### config.mk
export PLATFORM = sky130hd
export DESIGN_NAME = depth_tested_alpha_blend_core
export DESIGN_NICKNAME = d
export VERILOG_FILES = /design/src/hdl/dtab_pkg.sv /design/src/hdl/depth_tested_alpha_blend_core.sv
export SDC_FILE = /design/constraint.sdc
export NUM_CORES = 2
export LEC_CHECK = 0
export ABC_CLOCK_PERIOD_IN_PS = 22500
export CORE_MARGIN = 5
export CORE_UTILIZATION = 30
export CTS_CLUSTER_DIAMETER = 100
export DETAILED_ROUTE_END_ITERATION = 12
export DONT_BUFFER_PORTS = 1
export SLEW_MARGIN = 10
export SYNTH_ARGS = -nofsm -noshare
export SYNTH_HDL_FRONTEND = slang
export SYNTH_SLANG_ARGS = --single-unit
### constraint.sdc
create_clock -name i_clk -period 22.5 [get_ports i_clk]
set_input_delay 4.5 -clock i_clk [delete_from_list [all_inputs] [get_ports i_clk]]
set_output_delay 4.5 -clock i_clk [all_outputs]
set_load 0.01 [all_outputs]
### src/hdl/dtab_pkg.sv
// Shared item types for the depth-tested alpha blend core.
package dtab_pkg;

    localparam int unsigned FULL_BRIGHT = 32767;
    localparam int unsigned OPAQUE      = 255;

    typedef struct packed {
        logic [7:0]  dest_red;
        logic [7:0]  dest_green;
        logic [7:0]  dest_blue;
        logic [31:0] stored_depth;
        logic [7:0]  src_red;
        logic [7:0]  src_green;
        logic [7:0]  src_blue;
        logic [7:0]  src_alpha;
        logic [31:0] new_depth;
        logic [14:0] brightness;
    } t_pixel_in;

    typedef struct packed {
        logic        written;
        logic [7:0]  out_red;
        logic [7:0]  out_green;
        logic [7:0]  out_blue;
        logic [31:0] out_depth;
    } t_pixel_out;

endpackage

### src/hdl/depth_tested_alpha_blend_core.sv
// Depth-tested alpha blend core: four-stage pixel pipeline.
//
// Usage: drive one pixel item on i_item and raise start; the item is taken at
// each rising edge where start is high and busy is low. busy is high only
// during reset and the cycle after it, so a pixel may enter every clock.
// Each item yields one result on o_result, marked by o_strobe for exactly one
// cycle (throughput 1 item/cycle).
// The stages are: depth test and the two small products, the texel-times-
// alpha-times-brightness product, the exact divide by 32767 with the
// destination term added, and the exact divide by 255 into the output
// register. The receiver cannot stall; results are never held.
// The ignore_depth register is written over the cfg channel (i_cfg_valid,
// o_cfg_ready, i_cfg_data); o_cfg_ready is the inverse of busy. Write it only
// while no item is in flight. Reset clears the register and all valid bits.
// DEPTH_BITS sets how many low bits of the depths take part in the test.
module depth_tested_alpha_blend_core
    import dtab_pkg::*;
#(
    parameter int unsigned DEPTH_BITS = 32
) (
    input  logic       i_clk,
    input  logic       i_rst_n,
    input  logic       start,
    output logic       busy,
    input  t_pixel_in  i_item,
    output logic       o_strobe,
    output t_pixel_out o_result,
    input  logic       i_cfg_valid,
    output logic       o_cfg_ready,
    input  logic       i_cfg_data
);

    localparam logic [31:0] DEPTH_MASK = (DEPTH_BITS >= 32) ? 32'hFFFF_FFFF
                                         : ((32'd1 << DEPTH_BITS) - 32'd1);

    function automatic logic [15:0] div_32767(input logic [30:0] x);
        logic [16:0] r;
        logic [15:0] r1;
        logic [16:0] q;
        r  = {2'b00, x[14:0]} + {1'b0, x[30:15]};
        r1 = {1'b0, r[14:0]} + {14'd0, r[16:15]};
        q  = {1'b0, x[30:15]} + {15'd0, r[16:15]}
             + {16'd0, (r1 >= 16'(FULL_BRIGHT))};
        return q[15:0];
    endfunction

    function automatic logic [7:0] div_255(input logic [16:0] y);
        logic [9:0] r;
        logic [8:0] r1;
        logic [9:0] q;
        r  = {2'b00, y[7:0]} + {1'b0, y[16:8]};
        r1 = {1'b0, r[7:0]} + {7'd0, r[9:8]};
        q  = {1'b0, y[16:8]} + {8'd0, r[9:8]} + {9'd0, (r1 >= 9'(OPAQUE))};
        return q[7:0];
    endfunction

    logic        r_run;
    logic        r_ignore_depth;
    logic        w_accept;

    logic        r1_valid, r2_valid, r3_valid, r_strobe;
    logic        r1_pass, r2_pass, r3_pass;
    logic [7:0]  r1_dest [3];
    logic [7:0]  r2_dest [3];
    logic [7:0]  r3_dest [3];
    logic [7:0]  r1_src  [3];
    logic [15:0] r1_dinv [3];
    logic [15:0] r2_dinv [3];
    logic [22:0] r1_ab;
    logic [30:0] r2_p    [3];
    logic [16:0] r3_sum  [3];
    logic [31:0] r1_depth, r2_depth, r3_depth;
    t_pixel_out  r_result;

    logic [7:0]  n_dest [3];
    logic [7:0]  n_src  [3];
    logic [7:0]  n_inv;
    logic        n_pass;
    logic [7:0]  n_blend [3];

    assign busy        = ~r_run;
    assign o_cfg_ready = r_run;
    assign w_accept    = start & ~busy;
    assign o_strobe    = r_strobe;
    assign o_result    = r_result;

    always_comb begin
        n_dest[0] = i_item.dest_red;
        n_dest[1] = i_item.dest_green;
        n_dest[2] = i_item.dest_blue;
        n_src[0]  = i_item.src_red;
        n_src[1]  = i_item.src_green;
        n_src[2]  = i_item.src_blue;
        n_inv     = 8'(OPAQUE) - i_item.src_alpha;
        n_pass    = (i_item.brightness != 15'd0) && (i_item.src_alpha != 8'd0)
                    && ((i_item.stored_depth & DEPTH_MASK)
                        > (i_item.new_depth & DEPTH_MASK));
        for (int c = 0; c < 3; c++) begin
            n_blend[c] = div_255(r3_sum[c]);
        end
    end

    always_ff @(posedge i_clk) begin
        if (!i_rst_n) begin
            r_run          <= 1'b0;
            r_ignore_depth <= 1'b0;
            r1_valid       <= 1'b0;
            r2_valid       <= 1'b0;
            r3_valid       <= 1'b0;
            r_strobe       <= 1'b0;
        end else begin
            r_run    <= 1'b1;
            if (i_cfg_valid && o_cfg_ready) begin
                r_ignore_depth <= i_cfg_data;
            end
            r1_valid <= w_accept;
            r2_valid <= r1_valid;
            r3_valid <= r2_valid;
            r_strobe <= r3_valid;
        end
    end

    always_ff @(posedge i_clk) begin
        // stage 1: depth test, a*b and d*(255-a)
        r1_pass  <= n_pass;
        r1_ab    <= {15'd0, i_item.src_alpha} * {8'd0, i_item.brightness};
        r1_depth <= (n_pass && !r_ignore_depth) ? (i_item.new_depth & DEPTH_MASK)
                                                : i_item.stored_depth;
        for (int c = 0; c < 3; c++) begin
            r1_dest[c] <= n_dest[c];
            r1_src[c]  <= n_src[c];
            r1_dinv[c] <= {8'd0, n_dest[c]} * {8'd0, n_inv};
        end
        // stage 2: s*a*b
        r2_pass  <= r1_pass;
        r2_depth <= r1_depth;
        for (int c = 0; c < 3; c++) begin
            r2_dest[c] <= r1_dest[c];
            r2_dinv[c] <= r1_dinv[c];
            r2_p[c]    <= {23'd0, r1_src[c]} * {8'd0, r1_ab};
        end
        // stage 3: divide by 32767, add destination term
        r3_pass  <= r2_pass;
        r3_depth <= r2_depth;
        for (int c = 0; c < 3; c++) begin
            r3_dest[c] <= r2_dest[c];
            r3_sum[c]  <= {1'b0, r2_dinv[c]} + {1'b0, div_32767(r2_p[c])};
        end
        // stage 4: divide by 255, select
        r_result.written   <= r3_pass;
        r_result.out_red   <= r3_pass ? n_blend[0] : r3_dest[0];
        r_result.out_green <= r3_pass ? n_blend[1] : r3_dest[1];
        r_result.out_blue  <= r3_pass ? n_blend[2] : r3_dest[2];
        r_result.out_depth <= r3_depth;
    end

    a_latency: assert property (@(posedge i_clk) disable iff (!i_rst_n)
        w_accept |-> ##4 o_strobe)
        else $error("accepted item did not emerge after four cycles");

    a_no_spurious: assert property (@(posedge i_clk) disable iff (!i_rst_n)
        o_strobe |-> $past(w_accept, 4))
        else $error("result strobe without a matching item");

    a_reject_depth: assert property (@(posedge i_clk) disable iff (!i_rst_n)
        (o_strobe && !o_result.written)
            |-> o_result.out_depth == $past(i_item.stored_depth, 4))
        else $error("rejected pixel changed the stored depth");

    a_pass_nonzero: assert property (@(posedge i_clk) disable iff (!i_rst_n)
        (o_strobe && o_result.written)
            |-> ($past(i_item.brightness, 4) != 15'd0)
                && ($past(i_item.src_alpha, 4) != 8'd0))
        else $error("pixel written with zero alpha or brightness");

endmodule

Word level (Yosys, flattened, before mapping)
Memory sizes are Yosys's and may differ from the RTL's.
Cells that the tools add are included.
- add/sub/neg operators: 28
- multipliers: 7
- $lt $le $gt $ge: 7
- multiplexer cells: 5
- bitwise gates (word level): 2
- reductions and logical operators: 7
- operators by type and width (operator ; count):
    $mul A8 B23 Y31 ; 3
    $add A15 B16 Y17 ; 3
    $add A16 B16 Y17 ; 3
    $add A15 B2 Y16 ; 3
    $add A16 B1 Y16 ; 3
    $add A16 B2 Y16 ; 3
    $ge A16 B15 Y1 const B ; 3
    $mul A8 B8 Y16 ; 3
    $gt A32 B32 Y1 ; 1
    $mux W32 ; 1
    $add A8 B9 Y10 ; 3
    $add A8 B2 Y9 ; 3
    $ge A9 B8 Y1 const B ; 3
    $add A8 B1 Y8 ; 3
    $add A8 B2 Y8 ; 3
    $mux W8 ; 3
    $mul A8 B15 Y23 ; 1
    $reduce_bool A15 Y1 ; 1
    $reduce_bool A8 Y1 ; 1
    $sub A8 B8 Y8 const A ; 1
    $logic_and A1 B1 Y1 ; 4
    $and A1 B1 Y1 ; 1
    $logic_not A1 Y1 ; 1
    $mux W1 ; 1
    $not A1 Y1 ; 1
- flip-flop bits (word level): 185
- bits in writable memories: 336
- bits of input ports: 140
- output and inout port bits: 60
- memories: 8
- memories (memory ; words ; width ; rd ports ; clocked after memory_dff ; write ports ; line ; text):
    r2_p ; 3 ; 31 ; 3 ; 0 ; 3 ; depth_tested_alpha_blend_core.sv:70 ; logic [30:0] r2_p [3];
    r3_sum ; 3 ; 17 ; 3 ; 0 ; 3 ; depth_tested_alpha_blend_core.sv:71 ; logic [16:0] r3_sum [3];
    r1_dinv ; 3 ; 16 ; 3 ; 0 ; 3 ; depth_tested_alpha_blend_core.sv:67 ; logic [15:0] r1_dinv [3];
    r2_dinv ; 3 ; 16 ; 3 ; 0 ; 3 ; depth_tested_alpha_blend_core.sv:68 ; logic [15:0] r2_dinv [3];
    r1_dest ; 3 ; 8 ; 3 ; 0 ; 3 ; depth_tested_alpha_blend_core.sv:63 ; logic [7:0] r1_dest [3];
    r1_src ; 3 ; 8 ; 3 ; 0 ; 3 ; depth_tested_alpha_blend_core.sv:66 ; logic [7:0] r1_src [3];
    2 more memories ; - ; - ; - ; - ; - ; - ;

Longest topological paths before layout
- depth in word-level cells: 5
- gate-level depth with buffers: 36

Worst setup path after synthesis
No wires, ideal clock.
- kind: input-to-reg
- start point: input i_item[49] (netlist name)
- end point: register r1_ab[22]
- arrival time: 8.904 ns
- setup slack: 13.524 ns
- stages: 19
- path buffers: 2
- cell sequence: clkbuf_1 > clkbuf_1 > nand2_1 > fa_1 > fa_1 > inv_1 > fa_1 > inv_1 > fa_1 > inv_1 > ha_1 > o21a_1 > nor2_1 > nor4_1 > or2_2 > o221ai_1 > o2111ai_1 > a21oi_1 > xnor2_1
- cells in the longest elaborated chain, start to end: 1
- RTL lines (element ; line ; text):
    start: declaration ; depth_tested_alpha_blend_core.sv:25 ; input t_pixel_in i_item,
    $mul A8 B15 Y23 ; depth_tested_alpha_blend_core.sv:126 ; r1_ab <= {15'd0, i_item.src_alpha} * {8'd0, i_item.brightness};
    end signal: assignment ; depth_tested_alpha_blend_core.sv:126 ;
    end: declaration ; depth_tested_alpha_blend_core.sv:69 ; logic [22:0] r1_ab;
No other way between the ends.
A chain may end at the register's enable or synchronous reset.

Worst setup path in the final report
Ends and elaborated chain as after synthesis.

==> out/qor.csv <==
metric,value,unit
status,finished clean,
numCtsBuffers,61,
die_w,396,um
boundaryPins,200,
cp_data_arrival_time,8.88,ns
gp_congestion,0.842,
crit_path_max_incr_delay,0.56,ns
cts_tree,yes,
postCtsResizedCells,0,
final_cell_mix,"inv_1 (656), fa_1 (591), dfxtp_1 (520)",
grt_pass1_vias,33100,
dp.cells,6488,
post-dp-hpwl,82100,um
gr-total-overflow,0,
worst_slew_pin_slew,1.07,ns
critical_path_class,in2reg,
finClkSkew,0.0418,ns
drive_gt1_share,4.17,%
drv_cap,0,
final_common_cell,inv_1,
fin_setup_tns,0,ns
ys_types,71,
fin_cells,6610,
rows,141,
max_freq,121,MHz
crit_top_cell,fa_1,
initial_core_util,30.2,%
synth_cells,4675,
yosysSeqAreaShare,23.3,%
worstHoldPathCells,0,
wirelength,105000,um
clock_path_buffers,3,
clock_sinks,521,
drc,0,
cts_setup_buffers,0,
synth_warnings,0,
drtIter0Drc,1344,
slew_violations,0,
wl_per_cell,15.9,um
die_area,157000,um^2
antenna_found_initial,17,
path_clk_slew,0.06,ns
worstPathMaxFanout,40,
ys_async_sr_fraction,0,%
timing.rr.start,r2_p[0][48],
grt_pass1_wl,174000,um
synth_ff_type,dfxtp_1,
hold_path.startpoint,r2_dest[0][16],
floorplan.core_area,148000,um^2
synthesis.nets,5877,
hold_buffers,0,
dr.pass1.iters,6,
layout.nets,5823,
synthToLayoutAreaGrowth,9.40,%
rr_worst_depth,30,
crit_chain,"and2_1, fa_1, inv_1, fa_1, fa_1, fa_1, inv_1, ha_1, a21o_1, a21oi_1, o21ai_0, or2_2, o221ai_1, o2111ai_1, a21oi_1, xnor2_1",
slew_headroom,28.9,%
ys_ff_latch,521,
die_h,396,um
drtAntennaViolNets,0,
grt_max_degree,47,
fillCellCount,15000,
hold_class,reg2reg,
grt_util_all_layers,13.6,%
end_kind,flop,
report.final.hold_viol_count,0,
route.vias.total,30900,
synth.cell_area,44800,um^2
cp_slowest_cell,fa_1,
cts_root_buffer,clkbuf_16,
port_buffers,0,
rsz0062_at_grt,no,
synth_edf_count,0,
setup_viol,0,
min_period,8.28,ns
via_per_inst,4.67,
worstSkewPairLatency,0.66,ns
start_kind,input port,
syn_area_per_cell,9.57,um^2
critPathLaunch,i_item[49],
cts.htree.levels,2,
fin_crit_sh,36.8,%
cp.required,23.10,ns
critical path: cells and delay by family:
family                   cells  cell delay, ns
buffers and inverters        2            0.10
adder cells (fa/ha/maj)      5            2.35
AO/OA/AOI/OAI                6            1.30
AND/OR/NAND/NOR              2            0.48
XOR/XNOR                     1            0.13
synthesized netlist by cell type (5+ instances only):
master / number / area [um^2]
and2_1: 311 / 1950
o21a_1: 38 / 285
a21o_1: 81 / 608
o21bai_1: 17 / 128
a31o_2: 6 / 52.6
or3_1: 11 / 68.8
fa_1: 591 / 11800
inv_1: 656 / 2460
o21ai_0: 100 / 500
a21oi_1: 171 / 856
and4_1: 5 / 43.8
or4_1: 5 / 37.5
nand2_1: 484 / 1820
xnor2_1: 189 / 1660
nor2_1: 150 / 563
dfxtp_1: 521 / 10400
a41oi_1: 5 / 43.8
and3_1: 33 / 206
buf_1: 8 / 30.0
a31oi_1: 22 / 138
or2_2: 11 / 68.8
xor2_1: 81 / 709
nor3_1: 63 / 315
ha_1: 471 / 5890
o2111ai_1: 13 / 114
nor2b_1: 147 / 920
a211oi_1: 15 / 113
a21boi_0: 11 / 82.6
o22ai_1: 7 / 43.8
nor4_1: 11 / 68.8
o211ai_1: 9 / 67.6
mux2_2: 34 / 383
clkbuf_1: 138 / 518
nand4_1: 24 / 150
nand2b_1: 112 / 701
nand3_1: 53 / 265
cell type report:
class                           count  area, um^2  area share (%)
Tap cell                         1930        2410            4.93
Inverter                          656        2460            5.03
Clock buffer                       75        1650            3.37
Clock inverter                     38         438           0.895
Timing Repair Buffer               32         240           0.491
Antenna cell                        9        22.5          0.0460
Sequential cell                   521       10400            21.3
Multi-Input combinational cell   3349       31300            63.9
stage by stage:
step,utilization (%),hold slack (ns),cell area (um^2),worst slack (ns)
after detailed placement,31.6,0.312,46800,13.55
after global placement,31.6,0.310,46800,13.63
after floorplan,-,0.310,44800,13.52
after CTS,33.1,0.321,48900,14.28
final,33.1,0.320,49000,14.22
after global routing,33.1,0.320,48900,13.71
worst paths after layout:
path	endpoint	slack, ns
setup / recovery	r1_ab[22]	14.22
hold reg to reg	r3_dest[0][16]	0.32
setup reg to reg	r3_sum[0][32]	14.32
hold / removal	r3_dest[0][16]	0.32
cell families after synthesis:
family | after synthesis | share of synthesized area (%)
AO/OA/AOI/OAI | 545 | 7.79
XOR/XNOR | 270 | 5.28
adder cells (fa/ha/maj) | 1065 | 39.7
buffers and inverters | 805 | 6.76
flip-flops | 521 | 23.3
multiplexers | 38 | 0.948
AND/OR/NAND/NOR | 1431 | 16.2
sequential cells by signal, indices dropped and copies added, names as in the netlist, 32 cells and up:
name / count
r3_depth: 32
r1_dinv: 48
r1_depth: 32
r2_depth: 32
r2_dinv: 48
r2_p: 93
o_result: 57
r3_sum: 51
layer usage:
| layer | GRT usage [%] | vias to the layer above | share of wire [%] |
|---|---|---|---|
| li1 | - | 14800 | - |
| met1 | 16.6 | 15300 | 42 |
| met2 | 24.2 | 616 | 49 |
| met3 | 2.62 | 180 | 5.6 |
| met4 | 4.23 | 4 | 3.2 |
| met5 | 0 | - | 0.025 |
Power is not shown: default switching activity piles up to over one toggle a cycle in this logic, so the estimate is an artifact.
